==> src/design/omou_pkg.sv <==
// shared constants, types and the arctangent table for the motion orientation update
// no dependencies
package omou_pkg;

	localparam int COORD_BITS      = 12;
	localparam int ANGLE_FRAC_BITS = 6;
	localparam int ANG_Q           = 16;
	localparam int CORDIC_STEPS    = 23;
	localparam int SQRT_STEPS      = 14;
	localparam int DIV_STEPS       = 15;

	localparam int CTR_W = 13;
	localparam int D_W   = 14;
	localparam int H_W   = 15;
	localparam int LEN_W = 14;
	localparam int SQ_W  = 26;
	localparam int V_W   = 28;
	localparam int XY_W  = 32;
	localparam int Z_W   = 26;
	localparam int P_W   = 30;
	localparam int DEN_W = 15;

	localparam logic [2:0] DIR_UP    = 3'd0;
	localparam logic [2:0] DIR_DOWN  = 3'd1;
	localparam logic [2:0] DIR_UP_B  = 3'd2;
	localparam logic [2:0] DIR_RIGHT = 3'd3;
	localparam logic [2:0] DIR_LEFT  = 3'd4;

	localparam logic signed [H_W-1:0] T45  = H_W'(45 <<< ANGLE_FRAC_BITS);
	localparam logic signed [H_W-1:0] T90  = H_W'(90 <<< ANGLE_FRAC_BITS);
	localparam logic signed [H_W-1:0] T135 = H_W'(135 <<< ANGLE_FRAC_BITS);
	localparam logic signed [H_W-1:0] T180 = H_W'(180 <<< ANGLE_FRAC_BITS);
	localparam logic signed [Z_W-1:0] Z180 = Z_W'(180 <<< ANG_Q);

	typedef logic [2:0] dir_t;

	typedef struct packed {
		logic [CTR_W-1:0]        cx;
		logic [CTR_W-1:0]        cy;
		logic [CTR_W-1:0]        pcx;
		logic [CTR_W-1:0]        pcy;
		logic signed [D_W-1:0]   dx;
		logic signed [D_W-1:0]   dy;
		logic                    moved;
		logic signed [H_W-1:0]   h0;
		logic [LEN_W-1:0]        m0;
		logic [SQ_W-1:0]         sqx;
		logic [SQ_W-1:0]         sqy;
		logic [V_W-1:0]          v;
		logic [V_W-1:0]          root;
		logic signed [XY_W-1:0]  x;
		logic signed [XY_W-1:0]  y;
		logic signed [Z_W-1:0]   z;
		logic                    axis;
		logic signed [H_W-1:0]   t_axis;
		logic signed [H_W-1:0]   t;
		logic [LEN_W-1:0]        len;
		logic signed [P_W-1:0]   pa;
		logic signed [P_W-1:0]   pb;
		logic                    neg;
		logic [P_W-1:0]          rem;
		logic [DEN_W-1:0]        den;
		logic [H_W-1:0]          quo;
	} pipe_t;

	function automatic logic signed [Z_W-1:0] atan_q16(input logic [4:0] i);
		logic signed [Z_W-1:0] r;
		case (i)
			5'd0:  r = Z_W'(2949120);
			5'd1:  r = Z_W'(1740967);
			5'd2:  r = Z_W'(919879);
			5'd3:  r = Z_W'(466945);
			5'd4:  r = Z_W'(234379);
			5'd5:  r = Z_W'(117306);
			5'd6:  r = Z_W'(58666);
			5'd7:  r = Z_W'(29335);
			5'd8:  r = Z_W'(14668);
			5'd9:  r = Z_W'(7334);
			5'd10: r = Z_W'(3667);
			5'd11: r = Z_W'(1833);
			5'd12: r = Z_W'(917);
			5'd13: r = Z_W'(458);
			5'd14: r = Z_W'(229);
			5'd15: r = Z_W'(115);
			5'd16: r = Z_W'(57);
			5'd17: r = Z_W'(29);
			5'd18: r = Z_W'(14);
			5'd19: r = Z_W'(7);
			5'd20: r = Z_W'(4);
			5'd21: r = Z_W'(2);
			5'd22: r = Z_W'(1);
			default: r = '0;
		endcase
		return r;
	endfunction

endpackage

==> src/design/omou_div_cell.sv <==
// one restoring division digit of the weighted heading average, registered
// depends on omou_pkg
module omou_div_cell (
	input  logic          clk,
	input  logic          arst_n,
	input  logic          en,
	input  logic          vld_i,
	input  omou_pkg::pipe_t d,
	input  logic [3:0]    bit_pos,
	output logic          vld_q,
	output omou_pkg::pipe_t q
);
	import omou_pkg::*;

	pipe_t          nxt;
	logic [P_W-1:0] trial;

	always_comb begin
		nxt   = d;
		trial = P_W'(d.den) << bit_pos;
		if (d.rem >= trial) begin
			nxt.rem          = d.rem - trial;
			nxt.quo[bit_pos] = 1'b1;
		end
	end

	always_ff @(posedge clk or negedge arst_n) begin
		if (!arst_n) begin
			vld_q <= 1'b0;
		end else if (en) begin
			vld_q <= vld_i;
		end
	end

	always_ff @(posedge clk) begin
		if (en) begin
			q <= nxt;
		end
	end

endmodule

==> config.mk <==
export PLATFORM = sky130hd
export DESIGN_NAME = omou_div_cell
export DESIGN_NICKNAME = d
export VERILOG_FILES = /design/src/design/omou_pkg.sv /design/src/design/omou_div_cell.sv
export SDC_FILE = /design/constraint.sdc
export NUM_CORES = 1
export LEC_CHECK = 0
export ABC_AREA = 0
export BUFFER_PORTS_ARGS = -buffer_cell sky130_fd_sc_hd__buf_2
export CORE_AREA = 2 2 377 379
export DETAILED_ROUTE_END_ITERATION = 10
export DIE_AREA = 0 0 379 381
export GPL_TIMING_DRIVEN = 0
export PLACE_DENSITY = 0.37
export REMOVE_ABC_BUFFERS = 1
export SLEW_MARGIN = 15
export SYNTH_ARGS = -nofsm -noshare
export SYNTH_HDL_FRONTEND = slang
export SYNTH_SLANG_ARGS = --single-unit
export TNS_END_PERCENT = 100
==> constraint.sdc <==
create_clock -name clk -period 0.8 [get_ports clk]
set_clock_uncertainty 0.05 [all_clocks]
set_input_delay 0.08 -clock clk [delete_from_list [all_inputs] [get_ports clk]]
set_output_delay 0.08 -clock clk [all_outputs]
set_load 0.005 [all_outputs]
==> impl_metrics.json, run 1 <==
{
  "finalHoldViolations": 30,
  "setup_ws_ns": -2.219,
  "seq_power_share": 0.421,
  "p_per_area_nw_per_um2": 2122,
  "synth_top_area_share": 0.8316,
  "grt_max_degree": 84,
  "multiInputGateArea_um2": 3600,
  "syn_to_final_growth_pct": 99.57,
  "fin_cells": 4443,
  "syn_area_um2": 17120,
  "fin_crit_sh": 3.774,
  "numPortBuffers": 956,
  "max_slew.worst_pin.slew_ns": 0.6227,
  "critPathKind": "in -> reg",
  "synth.most_common_cell": "edfxtp_1",
  "cts_inserted_buffers": 61,
  "required_ns": 1.18,
  "synth_edf_count": 474,
  "stdcell_area_um2": 34160,
  "status": "finished, violations left",
  "io_pins": 957,
  "p_leak_nw": 13.79,
  "cp-start-kind": "input port",
  "comb_power_share": 0.179,
  "drt-total-wl_mm": 96.65,
  "ff_latch_area_um2": 14260,
  "drtAntennaViolNets": 0,
  "dp.cells": 3733,
  "synth-seq-cells": 475,
  "cp.arrival_ns": 3.40,
  "htreeDepth": 2,
  "synth.avg_cell_area_um2": 18.93,
  "reg2reg_depth": 1,
  "grt_overflow": 0,
  "ys_top_cells_by_count": "474 x edfxtp_1, 63 x nand2_1, 40 x o21ai_0",
  "layout-drive-gt1-share": 0.5047,
  "p_sw_mw": 18.84,
  "setup-violations-final": 642,
  "clk_pin_slew_ns": 0.06,
  "synthCells": 904,
  "die_height_um": 381,
  "internal_power_mw": 53.65,
  "grt.total_usage": 0.1267,
  "endpoint_kind": "flip-flop",
  "relSlewSlack": 0.5848,
  "routabilityCongestion": 0.8072,
  "nNetsFinal": 3007,
  "dieArea_um2": 144400,
  "post-route-min-period_ns": 3.019,
  "yosysUniqueCellTypes": 62,
  "row_count": 138,
  "cts_tree": "built",
  "clk_latency_ns": 0.69,
  "antenna_found_initial": 38,
  "p_clk_frac": 0.399,
  "place_area_um2": 24340,
  "swShare": 0.2599,
  "drc": 0,
  "worstHoldPathCells": 2,
  "seq_area_frac_synth": 0.8330,
  "pre_cts_ws_ns": -4.464,
  "tns_ns": -340.51,
  "wl_per_cell_um": 21.75,
  "fmax_mhz": 331.3,
  "maxSlewViolCount": 0,
  "yosys_warnings": 0,
  "cts-root-buf": "clkbuf_16",
  "clock-sinks": 475,
  "dpl.hpwl_mm": 71.53,
  "rsz0062_at_grt": "yes",
  "crit_fanout": 7,
  "violations": "hold timing, setup timing",
  "drt_iter0_drc": 613,
  "synth-main-ff-cell": "edfxtp_1",
  "grt_pass1_vias": 15430,
  "vias_per_cell": 3.327,
  "hold_path.class": "in -> reg",
  "async_flop_share": 0.002105,
  "holdWs_ns": -0.05183,
  "vias": 14780,
  "drtPass1Iterations": 5,
  "ir_worst_vdd_v": 0.001888,
  "synth_area_leader_cell": "edfxtp_1",
  "cts_max_path_buffers": 3,
  "grt_pass1_wl_mm": 125.7,
  "drv_cap": 0,
  "coreArea_um2": 140600,
  "start_util": 0.1218,
  "die_x_um": 379,
  "synth_area_leaders": "edfxtp_1 83%, ha_1 2.3%, mux2i_1 1.4%, nand2_1 1.4%, o21ai_0 1.2%",
  "fill_cells": 15020
}
==> final cells by class <==
cell class              count  area share
diodes                     15    0.001099
clock buffers              73     0.04663
clock inverters            36     0.01333
inverters                  10    0.001355
multi-input cells         395      0.1054
flip-flops and latches    475      0.4174
well taps                1890     0.06923
repair buffers           1549      0.3456
==> registers in the layout (all words and copies together) (netlist names) <==
name and flops:
vld_q 1, q 474
==> per-layer routing <==
layer | track usage | routed length [um] | up-vias
met5 | 0.005054 | 244 | -
met4 | 0.03968 | 3025 | 26
met3 | 0.04072 | 7608 | 143
met2 | 0.2172 | 47460 | 538
met1 | 0.1484 | 38310 | 7313
li1 | - | - | 6760
==> worst max-delay path: stages <==
cell	delay, ns
buf_16	0.13
mux2i_4	0.21
mux2i_4	0.21
mux2i_1	0.13
or2_2	0.35
ha_4	0.34
a21oi_1	0.10
nor3_2	0.15
o311a_1	0.22
a211oi_4	0.05
buf_6	0.14
a2111oi_4	0.27
buf_4	0.19
nor3_4	0.04
o21a_1	0.22
or4_1	0.39
and3_1	0.16
==> layout by cell type (no fill, tap or decap), types with 8 or more instances in the layout <==
cell / n
a21o_1: 21
a21oi_1: 21
a21oi_2: 10
buf_16: 16
buf_2: 873
buf_4: 43
buf_6: 90
bufbuf_16: 11
bufinv_16: 9
clkbuf_1: 11
clkbuf_16: 67
clkinv_1: 12
diode_2: 15
dlygate4sd3_1: 504
edfxtp_1: 474
ha_1: 13
ha_4: 13
inv_1: 8
mux2i_2: 13
mux2i_4: 10
nand2_1: 53
nand2_2: 10
nand3_1: 10
nor2_1: 17
o21ai_0: 22
o21ai_1: 11
o21ai_2: 17
xnor2_1: 12
xor2_1: 11
==> kinds of logic after synthesis <==
kind of cell,share of synthesized area
DFF,0.8330
xor gates and xnor gates,0.01279
muxes,0.01996
AOI/OAI and AO/OA,0.05943
and+or+nand+nor,0.04101
adders and majority gates,0.02456
buffers and inverters,0.009210
==> metrics by stage <==
| stage | util | total power, mW |
|---|---|---|
| floorplan | - | 33.37 |
| global placement | 0.1718 | 39.25 |
| detailed placement | 0.1732 | 39.47 |
| CTS | 0.2393 | 73.70 |
| global route | 0.2429 | 75.78 |
| finish | 0.2430 | 72.49 |
==> path summary, 6_finish.rpt <==
path                                      to  slack [ns]              start
min                         q[473]$_DFFE_PP_       -0.05                 en
max in group asynchronous  vld_q$_DFFE_PN0P_        0.31             arst_n
max reg2reg                vld_q$_DFFE_PN0P_           0  vld_q$_DFFE_PN0P_
min in group asynchronous  vld_q$_DFFE_PN0P_        0.28             arst_n
min reg2reg                vld_q$_DFFE_PN0P_        0.48  vld_q$_DFFE_PN0P_
max                          q[59]$_DFFE_PP_       -2.22         bit_pos[0]
==> power by group through the flow <==
| stage | registers [mW] | logic (mW) | clock network, mW |
|---|---|---|---|
| global placement | 31.1 | 8.11 | 0 |
| global route | 30.8 | 14.0 | 31.0 |
| finish | 30.6 | 13.0 | 28.9 |
| floorplan | 31.2 | 2.17 | 0 |
| CTS | 30.6 | 12.8 | 30.3 |
| detailed placement | 31.0 | 8.50 | 0 |
==> what timing repair did <==
| item | 4_1_cts | 5_1_grt |
|---|---|---|
| endpoints found under the setup margin | 824 | 1018 |
| setup buffers | 45 | 16 |
| hold endpoints to repair | 643 | 51 |
| resized for setup | 331 | 66 |
| pin swaps | 47 | 21 |
| hold buffers | 503 | 2 |
| cloned | 19 | 6 |
(Power assumes the default switching activity.)
==> run 2, diff against run 1 <==
SKIP_LAST_GASP = 1   (was unset)
==> impl_metrics.json, run 2 (synthesized netlist as in run 1, its figures left out) <==
{
  "status": "finished, violations left",
  "violations": "hold timing, setup timing",
  "grt.total_usage": 0.1266,
  "layout-drive-gt1-share": 0.5165,
  "fmax_mhz": 330.7,
  "setup_ws_ns": -2.224,
  "stdcell_area_um2": 34320,
  "p_sw_mw": 18.97,
  "layout_common_cells": "872 x buf_2, 504 x dlygate4sd3_1, 474 x edfxtp_1",
  "grt_pass1_vias": 15430,
  "cts-root-buf": "clkbuf_16",
  "cts_tree": "built",
  "antenna_found_initial": 38,
  "swShare": 0.2611,
  "internal_power_mw": 53.69,
  "ff_latch_area_um2": 14260,
  "final_common_cell": "buf_2",
  "numPortBuffers": 956,
  "comb_power_share": 0.181,
  "finalHoldViolations": 34,
  "dieArea_um2": 144400,
  "worstHoldPathCells": 2,
  "max_slew.worst_pin.slew_ns": 0.6141,
  "vias_per_cell": 3.325,
  "relSlewSlack": 0.5906,
  "tns_ns": -339.61,
  "setup-violations-final": 624,
  "post-route-min-period_ns": 3.024,
  "maxSlewViolCount": 0,
  "drv_cap": 0,
  "p_clk_frac": 0.398,
  "clk_latency_ns": 0.69,
  "grt_pass1_wl_mm": 125.7,
  "largest_register": "q",
  "start_util": 0.1218,
  "crit_fanout": 6,
  "hold_path.class": "in -> reg",
  "die_x_um": 379,
  "row_count": 138,
  "syn_to_final_growth_pct": 100.5,
  "dpl.hpwl_mm": 71.53,
  "wl_per_cell_um": 21.73,
  "seq_power_share": 0.420,
  "critPathKind": "in -> reg",
  "cp.arrival_ns": 3.41,
  "reg2reg_setup_slack_ns": 0,
  "cp-start-kind": "input port",
  "fin_crit_sh": 3.780,
  "io_pins": 957,
  "drt_iter0_drc": 639,
  "clock-sinks": 475,
  "vias": 14780,
  "p_total_mw": 72.66,
  "top_regs": "q (474), vld_q (1)",
  "fill_cells": 14990,
  "grt_overflow": 0,
  "coreArea_um2": 140600,
  "place_area_um2": 24340,
  "multiInputGateArea_um2": 3787,
  "holdWs_ns": -0.05632,
  "rsz0062_at_grt": "yes",
  "endpoint_kind": "flip-flop",
  "cts_max_path_buffers": 3,
  "drtPass1Iterations": 5,
  "drtAntennaViolNets": 0,
  "clk_pin_slew_ns": 0.06,
  "largest_reg_flops": 474,
  "reg2reg_depth": 1,
  "nNetsFinal": 3007,
  "p_per_area_nw_per_um2": 2117,
  "utilization": 0.2442,
  "ir_worst_vdd_v": 0.001884,
  "drc": 0,
  "grt_max_degree": 84,
  "die_height_um": 381,
  "required_ns": 1.18,
  "htreeDepth": 2,
  "cts_inserted_buffers": 61,
  "drt-total-wl_mm": 96.55,
  "p_leak_nw": 13.90,
  "routabilityCongestion": 0.8072
}
==> run 2: cell types whose count changed in the layout (fill, tap and decap cells not counted), moves of 4 or more <==
cell and delta:
buf_4 +4, nand2_1 -21, nand2_4 +16, o21ai_0 -5, o21ai_2 +8, o21ai_1 -4
nand2_2 +5
==> run 2: worst max-delay path, cell delays in order <==
cell and delay [ns]:
buf_16 0.13, mux2i_4 0.20, mux2i_4 0.25, mux2i_4 0.13, nor2_2 0.18, a21oi_4 0.07
ha_4 0.33, nand2_2 0.09, nor3_2 0.22, o311a_1 0.24, a211oi_4 0.07, a2111oi_4 0.35
buf_4 0.21, nor3_4 0.06, o21a_1 0.21, or4_1 0.39, and3_1 0.19
==> run 2: path summary, 6_finish.rpt <==
| check | startpoint | to |
|---|---|---|
| max in group asynchronous | arst_n | vld_q$_DFFE_PN0P_ |
| max | bit_pos[0] | q[59]$_DFFE_PP_ |
| min reg2reg | vld_q$_DFFE_PN0P_ | vld_q$_DFFE_PN0P_ |
| min | en | q[473]$_DFFE_PP_ |
| max reg2reg | vld_q$_DFFE_PN0P_ | vld_q$_DFFE_PN0P_ |
| min in group asynchronous | arst_n | vld_q$_DFFE_PN0P_ |
==> run 2: cell type report <==
type,count,share of cell area
Sequential cell,475,0.4155
Timing Repair Buffer,1549,0.3431
Multi-Input combinational cell,395,0.1104
Tap cell,1890,0.06891
Clock buffer,73,0.04641
Clock inverter,36,0.01327
Inverter,10,0.001349
Antenna cell,15,0.001094
==> run 2: layer usage <==
layer | GRT usage | vias to the layer above | wire (um)
met5 | 0.005054 | - | 245
met4 | 0.04027 | 26 | 3166
met3 | 0.04122 | 144 | 7807
met2 | 0.2167 | 557 | 47310
met1 | 0.1482 | 7290 | 38020
li1 | - | 6758 | -
==> run 2: power by group through the flow <==
stage                     sequential (mW)  clock, mW  combinational, mW
after floorplan                      31.2          0               2.17
after global placement               31.1          0               8.11
after detailed placement             31.0          0               8.50
after CTS                            30.6       30.3               12.8
after global routing                 30.8       31.0               14.2
final                                30.6       28.9               13.2
==> run 2: repair_timing <==
action	CTS	global route
hold buffers	503	2
resized for setup	323	133
buffers inserted	45	21
endpoints found under the hold margin	643	52
pin swaps	47	67
endpoints found under the setup margin	824	1018
cloned	19	5
==> run 2: stage by stage <==
stage | hold slack, ns | cells | setup slack [ns]
2_1_floorplan | -0.2656 | 880 | -3.411
3_3_place_gp | -0.1909 | 3726 | -9.350
3_5_place_dp | -0.1909 | 3733 | -4.464
4_1_cts | -0.3455 | 4406 | -2.122
5_1_grt | -0.08862 | 4435 | -2.282
6_report | -0.05632 | 4443 | -2.224
