--- src/design/omou_pkg.sv ---
// shared constants, types and the arctangent table for the motion orientation update
// no dependencies
package omou_pkg;

	localparam int COORD_BITS      = 12;
	localparam int ANGLE_FRAC_BITS = 6;
	localparam int ANG_Q           = 16;
	localparam int CORDIC_STEPS    = 23;
	localparam int SQRT_STEPS      = 14;
	localparam int DIV_STEPS       = 15;

	localparam int CTR_W = 13;
	localparam int D_W   = 14;
	localparam int H_W   = 15;
	localparam int LEN_W = 14;
	localparam int SQ_W  = 26;
	localparam int V_W   = 28;
	localparam int XY_W  = 32;
	localparam int Z_W   = 26;
	localparam int P_W   = 30;
	localparam int DEN_W = 15;

	localparam logic [2:0] DIR_UP    = 3'd0;
	localparam logic [2:0] DIR_DOWN  = 3'd1;
	localparam logic [2:0] DIR_UP_B  = 3'd2;
	localparam logic [2:0] DIR_RIGHT = 3'd3;
	localparam logic [2:0] DIR_LEFT  = 3'd4;

	localparam logic signed [H_W-1:0] T45  = H_W'(45 <<< ANGLE_FRAC_BITS);
	localparam logic signed [H_W-1:0] T90  = H_W'(90 <<< ANGLE_FRAC_BITS);
	localparam logic signed [H_W-1:0] T135 = H_W'(135 <<< ANGLE_FRAC_BITS);
	localparam logic signed [H_W-1:0] T180 = H_W'(180 <<< ANGLE_FRAC_BITS);
	localparam logic signed [Z_W-1:0] Z180 = Z_W'(180 <<< ANG_Q);

	typedef logic [2:0] dir_t;

	typedef struct packed {
		logic [CTR_W-1:0]        cx;
		logic [CTR_W-1:0]        cy;
		logic [CTR_W-1:0]        pcx;
		logic [CTR_W-1:0]        pcy;
		logic signed [D_W-1:0]   dx;
		logic signed [D_W-1:0]   dy;
		logic                    moved;
		logic signed [H_W-1:0]   h0;
		logic [LEN_W-1:0]        m0;
		logic [SQ_W-1:0]         sqx;
		logic [SQ_W-1:0]         sqy;
		logic [V_W-1:0]          v;
		logic [V_W-1:0]          root;
		logic signed [XY_W-1:0]  x;
		logic signed [XY_W-1:0]  y;
		logic signed [Z_W-1:0]   z;
		logic                    axis;
		logic signed [H_W-1:0]   t_axis;
		logic signed [H_W-1:0]   t;
		logic [LEN_W-1:0]        len;
		logic signed [P_W-1:0]   pa;
		logic signed [P_W-1:0]   pb;
		logic                    neg;
		logic [P_W-1:0]          rem;
		logic [DEN_W-1:0]        den;
		logic [H_W-1:0]          quo;
	} pipe_t;

	function automatic logic signed [Z_W-1:0] atan_q16(input logic [4:0] i);
		logic signed [Z_W-1:0] r;
		case (i)
			5'd0:  r = Z_W'(2949120);
			5'd1:  r = Z_W'(1740967);
			5'd2:  r = Z_W'(919879);
			5'd3:  r = Z_W'(466945);
			5'd4:  r = Z_W'(234379);
			5'd5:  r = Z_W'(117306);
			5'd6:  r = Z_W'(58666);
			5'd7:  r = Z_W'(29335);
			5'd8:  r = Z_W'(14668);
			5'd9:  r = Z_W'(7334);
			5'd10: r = Z_W'(3667);
			5'd11: r = Z_W'(1833);
			5'd12: r = Z_W'(917);
			5'd13: r = Z_W'(458);
			5'd14: r = Z_W'(229);
			5'd15: r = Z_W'(115);
			5'd16: r = Z_W'(57);
			5'd17: r = Z_W'(29);
			5'd18: r = Z_W'(14);
			5'd19: r = Z_W'(7);
			5'd20: r = Z_W'(4);
			5'd21: r = Z_W'(2);
			5'd22: r = Z_W'(1);
			default: r = '0;
		endcase
		return r;
	endfunction

endpackage

--- src/design/omou_cell.sv ---
// one cordic micro-rotation plus, when sqrt_en is set, one square-root digit, registered
// depends on omou_pkg
module omou_cell (
	input  logic          clk,
	input  logic          arst_n,
	input  logic          en,
	input  logic          vld_i,
	input  omou_pkg::pipe_t d,
	input  logic [4:0]    idx,
	input  logic          sqrt_en,
	input  logic [4:0]    bit_pos,
	output logic          vld_q,
	output omou_pkg::pipe_t q
);
	import omou_pkg::*;

	pipe_t                  nxt;
	logic signed [XY_W-1:0] xs;
	logic signed [XY_W-1:0] ys;
	logic [V_W-1:0]         bitv;
	logic [V_W:0]           trial;

	always_comb begin
		nxt   = d;
		xs    = d.x >>> idx;
		ys    = d.y >>> idx;
		bitv  = V_W'(1) << bit_pos;
		trial = {1'b0, d.root} + {1'b0, bitv};
		if (d.y > 0) begin
			nxt.x = d.x + ys;
			nxt.y = d.y - xs;
			nxt.z = d.z + atan_q16(idx);
		end else begin
			nxt.x = d.x - ys;
			nxt.y = d.y + xs;
			nxt.z = d.z - atan_q16(idx);
		end
		if (sqrt_en) begin
			if ({1'b0, d.v} >= trial) begin
				nxt.v    = d.v - trial[V_W-1:0];
				nxt.root = (d.root >> 1) + bitv;
			end else begin
				nxt.root = d.root >> 1;
			end
		end
	end

	always_ff @(posedge clk or negedge arst_n) begin
		if (!arst_n) begin
			vld_q <= 1'b0;
		end else if (en) begin
			vld_q <= vld_i;
		end
	end

	always_ff @(posedge clk) begin
		if (en) begin
			q <= nxt;
		end
	end

endmodule

--- config.mk ---
export PLATFORM = sky130hd
export DESIGN_NAME = omou_cell
export DESIGN_NICKNAME = d
export VERILOG_FILES = /design/src/design/omou_pkg.sv /design/src/design/omou_cell.sv
export SDC_FILE = /design/constraint.sdc
export NUM_CORES = 1
export LEC_CHECK = 0
export ABC_AREA = 1
export BUFFER_PORTS_ARGS = -buffer_cell sky130_fd_sc_hd__buf_2
export CAP_MARGIN = 5
export CORE_AREA = 2 2 371 373
export DETAILED_ROUTE_END_ITERATION = 10
export DIE_AREA = 0 0 373 375
export GPL_ROUTABILITY_DRIVEN = 0
export GPL_TIMING_DRIVEN = 0
export PLACE_DENSITY_LB_ADDON = 0.25
export RECOVER_POWER = 100
export SLEW_MARGIN = 15
export SYNTH_ARGS = -nofsm -noshare
export SYNTH_HDL_FRONTEND = slang
export SYNTH_SLANG_ARGS = --single-unit
--- constraint.sdc ---
create_clock -name clk -period 0.95 [get_ports clk]
set_clock_uncertainty 0.15 [all_clocks]
set_input_delay 0.1425 -clock clk [delete_from_list [all_inputs] [get_ports clk]]
set_output_delay 0.1425 -clock clk [all_outputs]
set_load 0.03 [all_outputs]
==> metrics, run 1 <==
status finished with violations; failing checks negative hold slack, negative setup slack; CTS H-tree lvls 2; CP Capture Type flip-flop; final hold vios 36; die width 373 um; Avg Cell Area, Syn just over 8 sq um; Clock Power Share 0.273; r2r setup slk about 0.060 ns; CTS root buf clkbuf_16; IO buf count between 900 and 1,000; Via density slightly below 5; first-pass GRT wire length between 200,000 and 250,000 um; Final setup viols 1,067; Post-Synthesis Cells ~3,800; worst setup path class in -> reg; Worst VDD drop 1.43 mV; TritonCTS Buffers 58; Core Box Area 0.136 sq mm; pre-CTS WS -4.67 ns; row cnt 136; Fillers 13,700; DP Wirelength 138,000 um; io pins 964; drt drc 0; required time worst endpoint 1.20 ns; Critical Path Start bit_pos[3]; First DRT Iteration DRCs 2,873; Int Power 54.2 mW; Die Ht 375 um; Initial Util 0.230; Total Power just under 90 mW; dominant synthesized flop cell edfxtp_1; fin crit period between 3 and 4 ns; WL per Instance 24.3 um; flops & latches, synth 475; layout cells sized above 1 0.433; clock latency on the worst-skew pair 0.65 ns; origin of the critical flop-to-flop path vld_q$_DFFE_PN0P_; Synth cell types 59; worst setup margin -2.90 ns; Slew HR 0.304; Synth Warn # 0; number of global-route vias before repair about 35,000; top-count cell post-synth nand2_1; crit-path max FO 7; Routed Wire Length 179,000 um; CP startpoint kind input port; cell mode on critical path nand2_2; CTS tree done; Worst-Margin Slew 1.04 ns; max-slew violation count 0; nets 6,171; antenna violations before repair 55; fin crit share 4.05; die area 0.140 sq mm; Clock Tree Buf Depth 3; Comb pwr share 0.420; Synth Cell Area 0.0314 sq mm; sequential-to-total area share from yosys stat 0.455; P per Cell Area 1640 mW/mm^2; Yosys top cell by area edfxtp_1; Psw between 30 and 40 mW; Sw Ratio 0.387; RSZ-0062 raised after global routing true; Antenna Violating Nets Remaining 0; post-synthesis net count 4,445; CTS sink cnt 475; commonest cells in the netlist nand2_1, edfxtp_1, nand3_1; largest net degree at the start of global routing 105; Fmax 0.260 GHz; WP data arrival between 4 and 5 ns; Max Cap Viol 0; CP max-delay cell nor4_4; GRT overflow 0; crit path to q[259]$_DFFE_PP_; slowest cell delay on critical path about 0.28 ns; Vias 35,700; Final Non-Filler Cells roughly 7,400; Worst-path clk slew 0.06 ns; LEAKAGE around 24 nW; Pre-Repair DR Iteration Count 8; worst hold path class in -> reg; hold slack -0.241 ns; Area contributors post-synth edfxtp_1, nand2_1, ha_1, nand3_1, a21oi_1; Post-synth EDFFs 474; Worst R2R Path Depth 1; top-area cell type share of the netlist area 0.454; Tot GR Track Use 0.240; P&R area growth vs syn 71.4%; ys async rst share 0.00211; placed cells roughly 6,500; Final Util 0.394; Reg power frac 0.307; reg2reg end vld_q$_DFFE_PN0P_
[power by group through the flow]
| stage | registers (mW) | logic, mW | clock network [mW] |
|---|---|---|---|
| floorplan | 32.5 | 11.0 | 0 |
| global placement | 27.9 | 26.1 | 0 |
| detailed placement | 27.5 | 26.2 | 0 |
| CTS | 27.2 | 33.6 | 25.0 |
| global route | 27.4 | 39.2 | 25.7 |
| finish | 27.2 | 37.1 | 24.1 |
[critical path, delay by kind of cell]
kind | cells | cell delay (ns)
simple gates | 17 | 1.90
buf+inv | 8 | 1.10
fa+ha+maj | 2 | 0.44
compound gates | 2 | 0.27
xor+xnor | 1 | 0.20
[cells in the final DEF, fill, tap and decap left out, drive strengths merged, types with 12 or more instances in the layout]
cell            n
dlygate4sd3   389
xor2          124
xnor2          59
nand2        1114
inv           348
clkinv         29
diode          15
nand3         412
nor3           49
nor4           14
o21ai         185
a21o           22
edfxtp        474
a31oi          19
o21a           16
buf          1306
clkbuf        128
a21oi         256
nand3b         12
ha            174
nor2          304
nand4          41
[layer usage]
layer | vias up | track usage | part of all wire
li1 | 16300 | - | -
met1 | 17200 | 0.282 | 0.38
met2 | 1640 | 0.415 | 0.48
met3 | 457 | 0.0565 | 0.078
met4 | 38 | 0.106 | 0.054
met5 | - | 0 | 0.0015
[timing repair]
item / CTS / global route
endpoints found under the setup margin: 890 / 890
hold endpoints to repair: 484 / 98
cloned: 11 / 5
gates resized for setup: 813 / 514
hold buffers: 388 / 1
pin swaps: 246 / 284
buffers inserted: 209 / 103
[state kept, by name, summed over array words and instances, names as in the netlist]
signal  count
q         474
vld_q       1
[final cells by class]
type                    count  area, sq um  share of cell area
multi-input cells        2859        20900               0.389
inverters                 347         1420              0.0264
repair buffers           1667        11800               0.220
flip-flops and latches    475        14300               0.265
clock inverters            45          551              0.0102
clock buffers              64         1500              0.0278
diodes                     15         37.5            0.000698
repair inverters            1         16.3            0.000303
well taps                1794         2240              0.0418
plain buffers              93          990              0.0184
[cells by family (layout without fill, tap and decap cells)]
group / Yosys count / count (layout) / share of synthesized area
xor gates and xnor gates: 183 / 183 / 0.0511
DFF: 475 / 475 / 0.455
AOI/OAI and AO/OA: 540 / 540 / 0.0960
muxes: 1 / 1 / 0.000359
and+or+nand+nor: 1955 / 1955 / 0.264
other: 0 / 15 / 0
adders and majority gates: 180 / 180 / 0.0732
buffers and inverters: 442 / 2217 / 0.0610
[how the worst min path moves through the flow]
stage | startpoint | to | slack, ns | depth (start not counted)
after global placement | arst_n | vld_q$_DFFE_PN0P_ | -0.23 | 1
after global routing | d[167] | q[167]$_DFFE_PP_ | -0.29 | 2
after floorplan | arst_n | vld_q$_DFFE_PN0P_ | -0.30 | 0
after detailed placement | arst_n | vld_q$_DFFE_PN0P_ | -0.23 | 1
final | d[167] | q[167]$_DFFE_PP_ | -0.24 | 2
after CTS | en | q[102]$_DFFE_PP_ | -0.34 | 1
[through the flow]
| stage | TNS, ns | instance area (sq um) |
|---|---|---|
| floorplan | -353.51 | 32000 |
| detailed placement | -974.08 | 39200 |
| finish | -943.65 | 53800 |
| CTS | -747.04 | 50700 |
| global placement | -4547.15 | 39100 |
| global route | -1044.59 | 53700 |
Note: power is estimated with default switching activity, not from simulation.
==> run 2: changes to the inputs <==
--- a/config.mk
+++ b/config.mk
@@ -8,9 +8,9 @@
 export ABC_AREA = 1
 export BUFFER_PORTS_ARGS = -buffer_cell sky130_fd_sc_hd__buf_2
 export CAP_MARGIN = 5
-export CORE_AREA = 2 2 371 373
+export CORE_AREA = 2 2 380 382
 export DETAILED_ROUTE_END_ITERATION = 10
-export DIE_AREA = 0 0 373 375
+export DIE_AREA = 0 0 382 384
 export GPL_ROUTABILITY_DRIVEN = 0
 export GPL_TIMING_DRIVEN = 0
 export PLACE_DENSITY_LB_ADDON = 0.25
==> constraint.sdc (replaced) <==
create_clock -name clk -period 4.8 [get_ports clk]
set_clock_uncertainty 0.15 [all_clocks]
set_input_delay 0.72 -clock clk [delete_from_list [all_inputs] [get_ports clk]]
set_output_delay 0.72 -clock clk [all_outputs]
set_load 0.03 [all_outputs]
==> run 2 against run 1 <==
Effect of this change: the flow finishes with violations (max-capacitance violations, max-slew violations); register-to-register slack improved by 3.8 ns; sequential power fell by 80%; non-clock buffer count fell by 679; core utilization fell by 10 points; wire length fell by 1.9%; clock-buffer cell count rose by 8; first-iteration DRC count rose by 16%; power fell by 83%; largest cell class unchanged; highest routed layer unchanged.
==> metrics, run 2 (synthesis results as in run 1) <==
Tot GR Track Use 0.228 (-0.0118); Pre-Repair DR Iteration Count 7 (-1); IO buf count 958 (unchanged); Max Cap Viol 1 (+1); max reg flops 474 (unchanged); GRT overflow 0 (unchanged); Core Box Area 0.143 sq mm (+4.8%); Clock Power Share 0.322 (+0.049); Comb pwr share 0.330 (-0.090); Final Util 0.290 (-0.104); layout cells sized above 1 0.188 (-0.245); origin of the critical flop-to-flop path vld_q$_DFFE_PN0P_; TritonCTS Buffers 66 (+14%); most frequent cells in the layout nand2_1, buf_2, clkbuf_1, edfxtp_1, nand3_1; CTS H-tree lvls 3 (+1); Vias 32,600 (-8.6%); Reg power frac 0.348 (+0.041); leading cell type in the layout, fill and taps excluded nand2_1; Sw Ratio 0.391 (+0.00375); die area 0.147 sq mm (+4.9%); largest net degree at the start of global routing 98 (-6.7%); worst hold path class in -> reg; clock latency on the worst-skew pair 0.64 ns (about the same); Die Ht 384 um (+2.4%); die width 382 um (+2.4%); Worst-Margin Slew 3.23 ns (+2.19 ns); Slew HR -1.16 (-1.46); worst setup path class in -> reg; max-slew violation count 50 (+50); Most flops, register q; Clock Tree Buf Depth 3 (unchanged); LEAKAGE 18.1 nW (-23%); drt drc 0 (unchanged); required time worst endpoint 5.07 ns (+3.87 ns); First DRT Iteration DRCs 3,335 (+16%); Fmax 0.215 GHz; Routed Wire Length 175,000 um (-1.9%); WL per Instance 25.8 um (+6.1%); nets 5,499 (-11%); CTS tree done; Antenna Violating Nets Remaining 0 (unchanged); WHS Endpoint q[404]$_DFFE_PP_; crit-path max FO 10 (+3); CTS sink cnt 475 (unchanged); first-pass GRT wire length 234,000 um (-4.2%); pre-CTS WS -1.48 ns (+3.20 ns); worst setup margin 0.156 ns (+3.06 ns); CTS root buf clkbuf_16; Worst VDD drop 0.260 mV (-82%); RSZ-0062 raised after global routing true; DP Wirelength 148,000 um (+7.0%); P per Cell Area 372 mW/mm^2 (-77%); r2r setup slk 3.90 ns (+3.84 ns); Worst R2R Path Depth 1 (unchanged); WP data arrival 4.91 ns (+0.81 ns); biggest regs q (474), vld_q (1); antenna violations before repair 82 (+49%); Initial Util 0.220 (-0.0105); CP Capture Type flip-flop; reg2reg end vld_q$_DFFE_PN0P_; io pins 964 (unchanged); number of global-route vias before repair 30,400 (-13%); Hold Path Depth 1 (-1); Final setup viols 0 (-100%); Int Power 9.39 mW (-83%); Worst-path clk slew 0.06 ns (about the same); failing checks max-capacitance violations, max-slew violations; Final Cell Area 0.0414 sq mm (-23%); fin crit share 0.968; Psw 6.04 mW (-82%); row cnt 139 (+2.2%); P&R area growth vs syn 32.1%; Worst Hold Launch d[404]; status finished with violations; CP startpoint kind input port; final hold vios 0 (-100%); Via density 4.79 (-1.1%); fin crit period ~4.6 ns; DP Area 0.0387 sq mm (-1.3%)
run 2: cell count changes in the layout (fill, tap and decap cells not counted), sizes merged:
cell | before | now
clkbuf | 128 | 563
clkinv | 29 | 27
bufbuf | 1 | 0
inv | 348 | 351
dlygate4sd3 | 389 | 1
bufinv | 9 | 5
clkinvlp | 7 | 4
buf | 1306 | 589
diode | 15 | 24
run 2: repair_timing:
| item | CTS | global route |
|---|---|---|
| hold buffers | 1 | 0 |
| endpoints found under the setup margin | 91 | 99 |
| hold endpoints to repair | 1 | 0 |
| resized for setup | 60 | 203 |
| setup buffers | 4 | 19 |
| pin swaps | 4 | 30 |
run 2: final cells by class:
type | count | area [sq um]
buffer | 94 | 669
inverter | 347 | 1330
fill | 15700 | 101000
timing repair buffer | 987 | 4530
clock inverter | 40 | 462
tap | 1903 | 2380
antenna | 24 | 60.1
multi-input combinational | 2859 | 16100
sequential | 475 | 14300
clock buffer | 72 | 1670
run 2: worst max-delay path by stage:
stage | startpoint | end | cells past startpoint
floorplan | idx[1] | q[188]$_DFFE_PP_ | 27
global placement | en | vld_q$_DFFE_PN0P_ | 2
detailed placement | d[223] | q[215]$_DFFE_PP_ | 22
CTS | idx[1] | q[188]$_DFFE_PP_ | 28
global route | bit_pos[4] | q[291]$_DFFE_PP_ | 31
finish | bit_pos[1] | q[272]$_DFFE_PP_ | 27
run 2: critical path, cell delays in order:
cell and delay [ns]:
clkbuf_4 0.20, inv_4 0.10, nand3_4 0.16, nor3_4 0.06, ha_1 0.21, fa_2 0.38
nand2_1 0.08, nand2_1 0.09, a21boi_2 0.25, o21ai_2 0.12, buf_4 0.15, xnor2_1 0.27
ha_1 0.34, a21o_1 0.22, a21oi_2 0.18, nand2_1 0.07, nand2_1 0.07, nand3_2 0.10
nand2_1 0.08, nand2_1 0.06, nand2_1 0.06, nand2_1 0.07, nand2_2 0.15, buf_8 0.18
buf_6 0.16, a21oi_1 0.05, o21ai_0 0.32
run 2: per-layer routing:
metal / track usage / vias to the layer above / wire length (um)
met2: 0.368 / 1563 / 79900
met4: 0.0947 / 60 / 8580
met3: 0.0815 / 358 / 19400
met1: 0.275 / 15600 / 67100
li1: - / 15000 / -
met5: 0 / - / 379
run 2: power groups by stage:
stage	Combinational (mW)	Sequential [mW]	Clock [mW]
finish	5.09	5.37	4.97
global placement	5.05	5.50	0
floorplan	2.05	6.44	0
detailed placement	5.05	5.43	0
global route	5.47	5.42	5.25
CTS	5.10	5.36	5.13
run 2: stage by stage:
stage / std cells / total power, mW / hold slack [ns] / TNS, ns
after floorplan: 3776 / 8.49 / 0.274 / 0
after global placement: 6637 / 10.6 / 0.342 / -2549.93
after detailed placement: 6642 / 10.5 / 0.352 / -119.40
after CTS: 6759 / 15.6 / 0.00451 / 0
after global routing: 6780 / 16.1 / 0.0280 / -0.813
final: 6801 / 15.4 / 0.0654 / 0
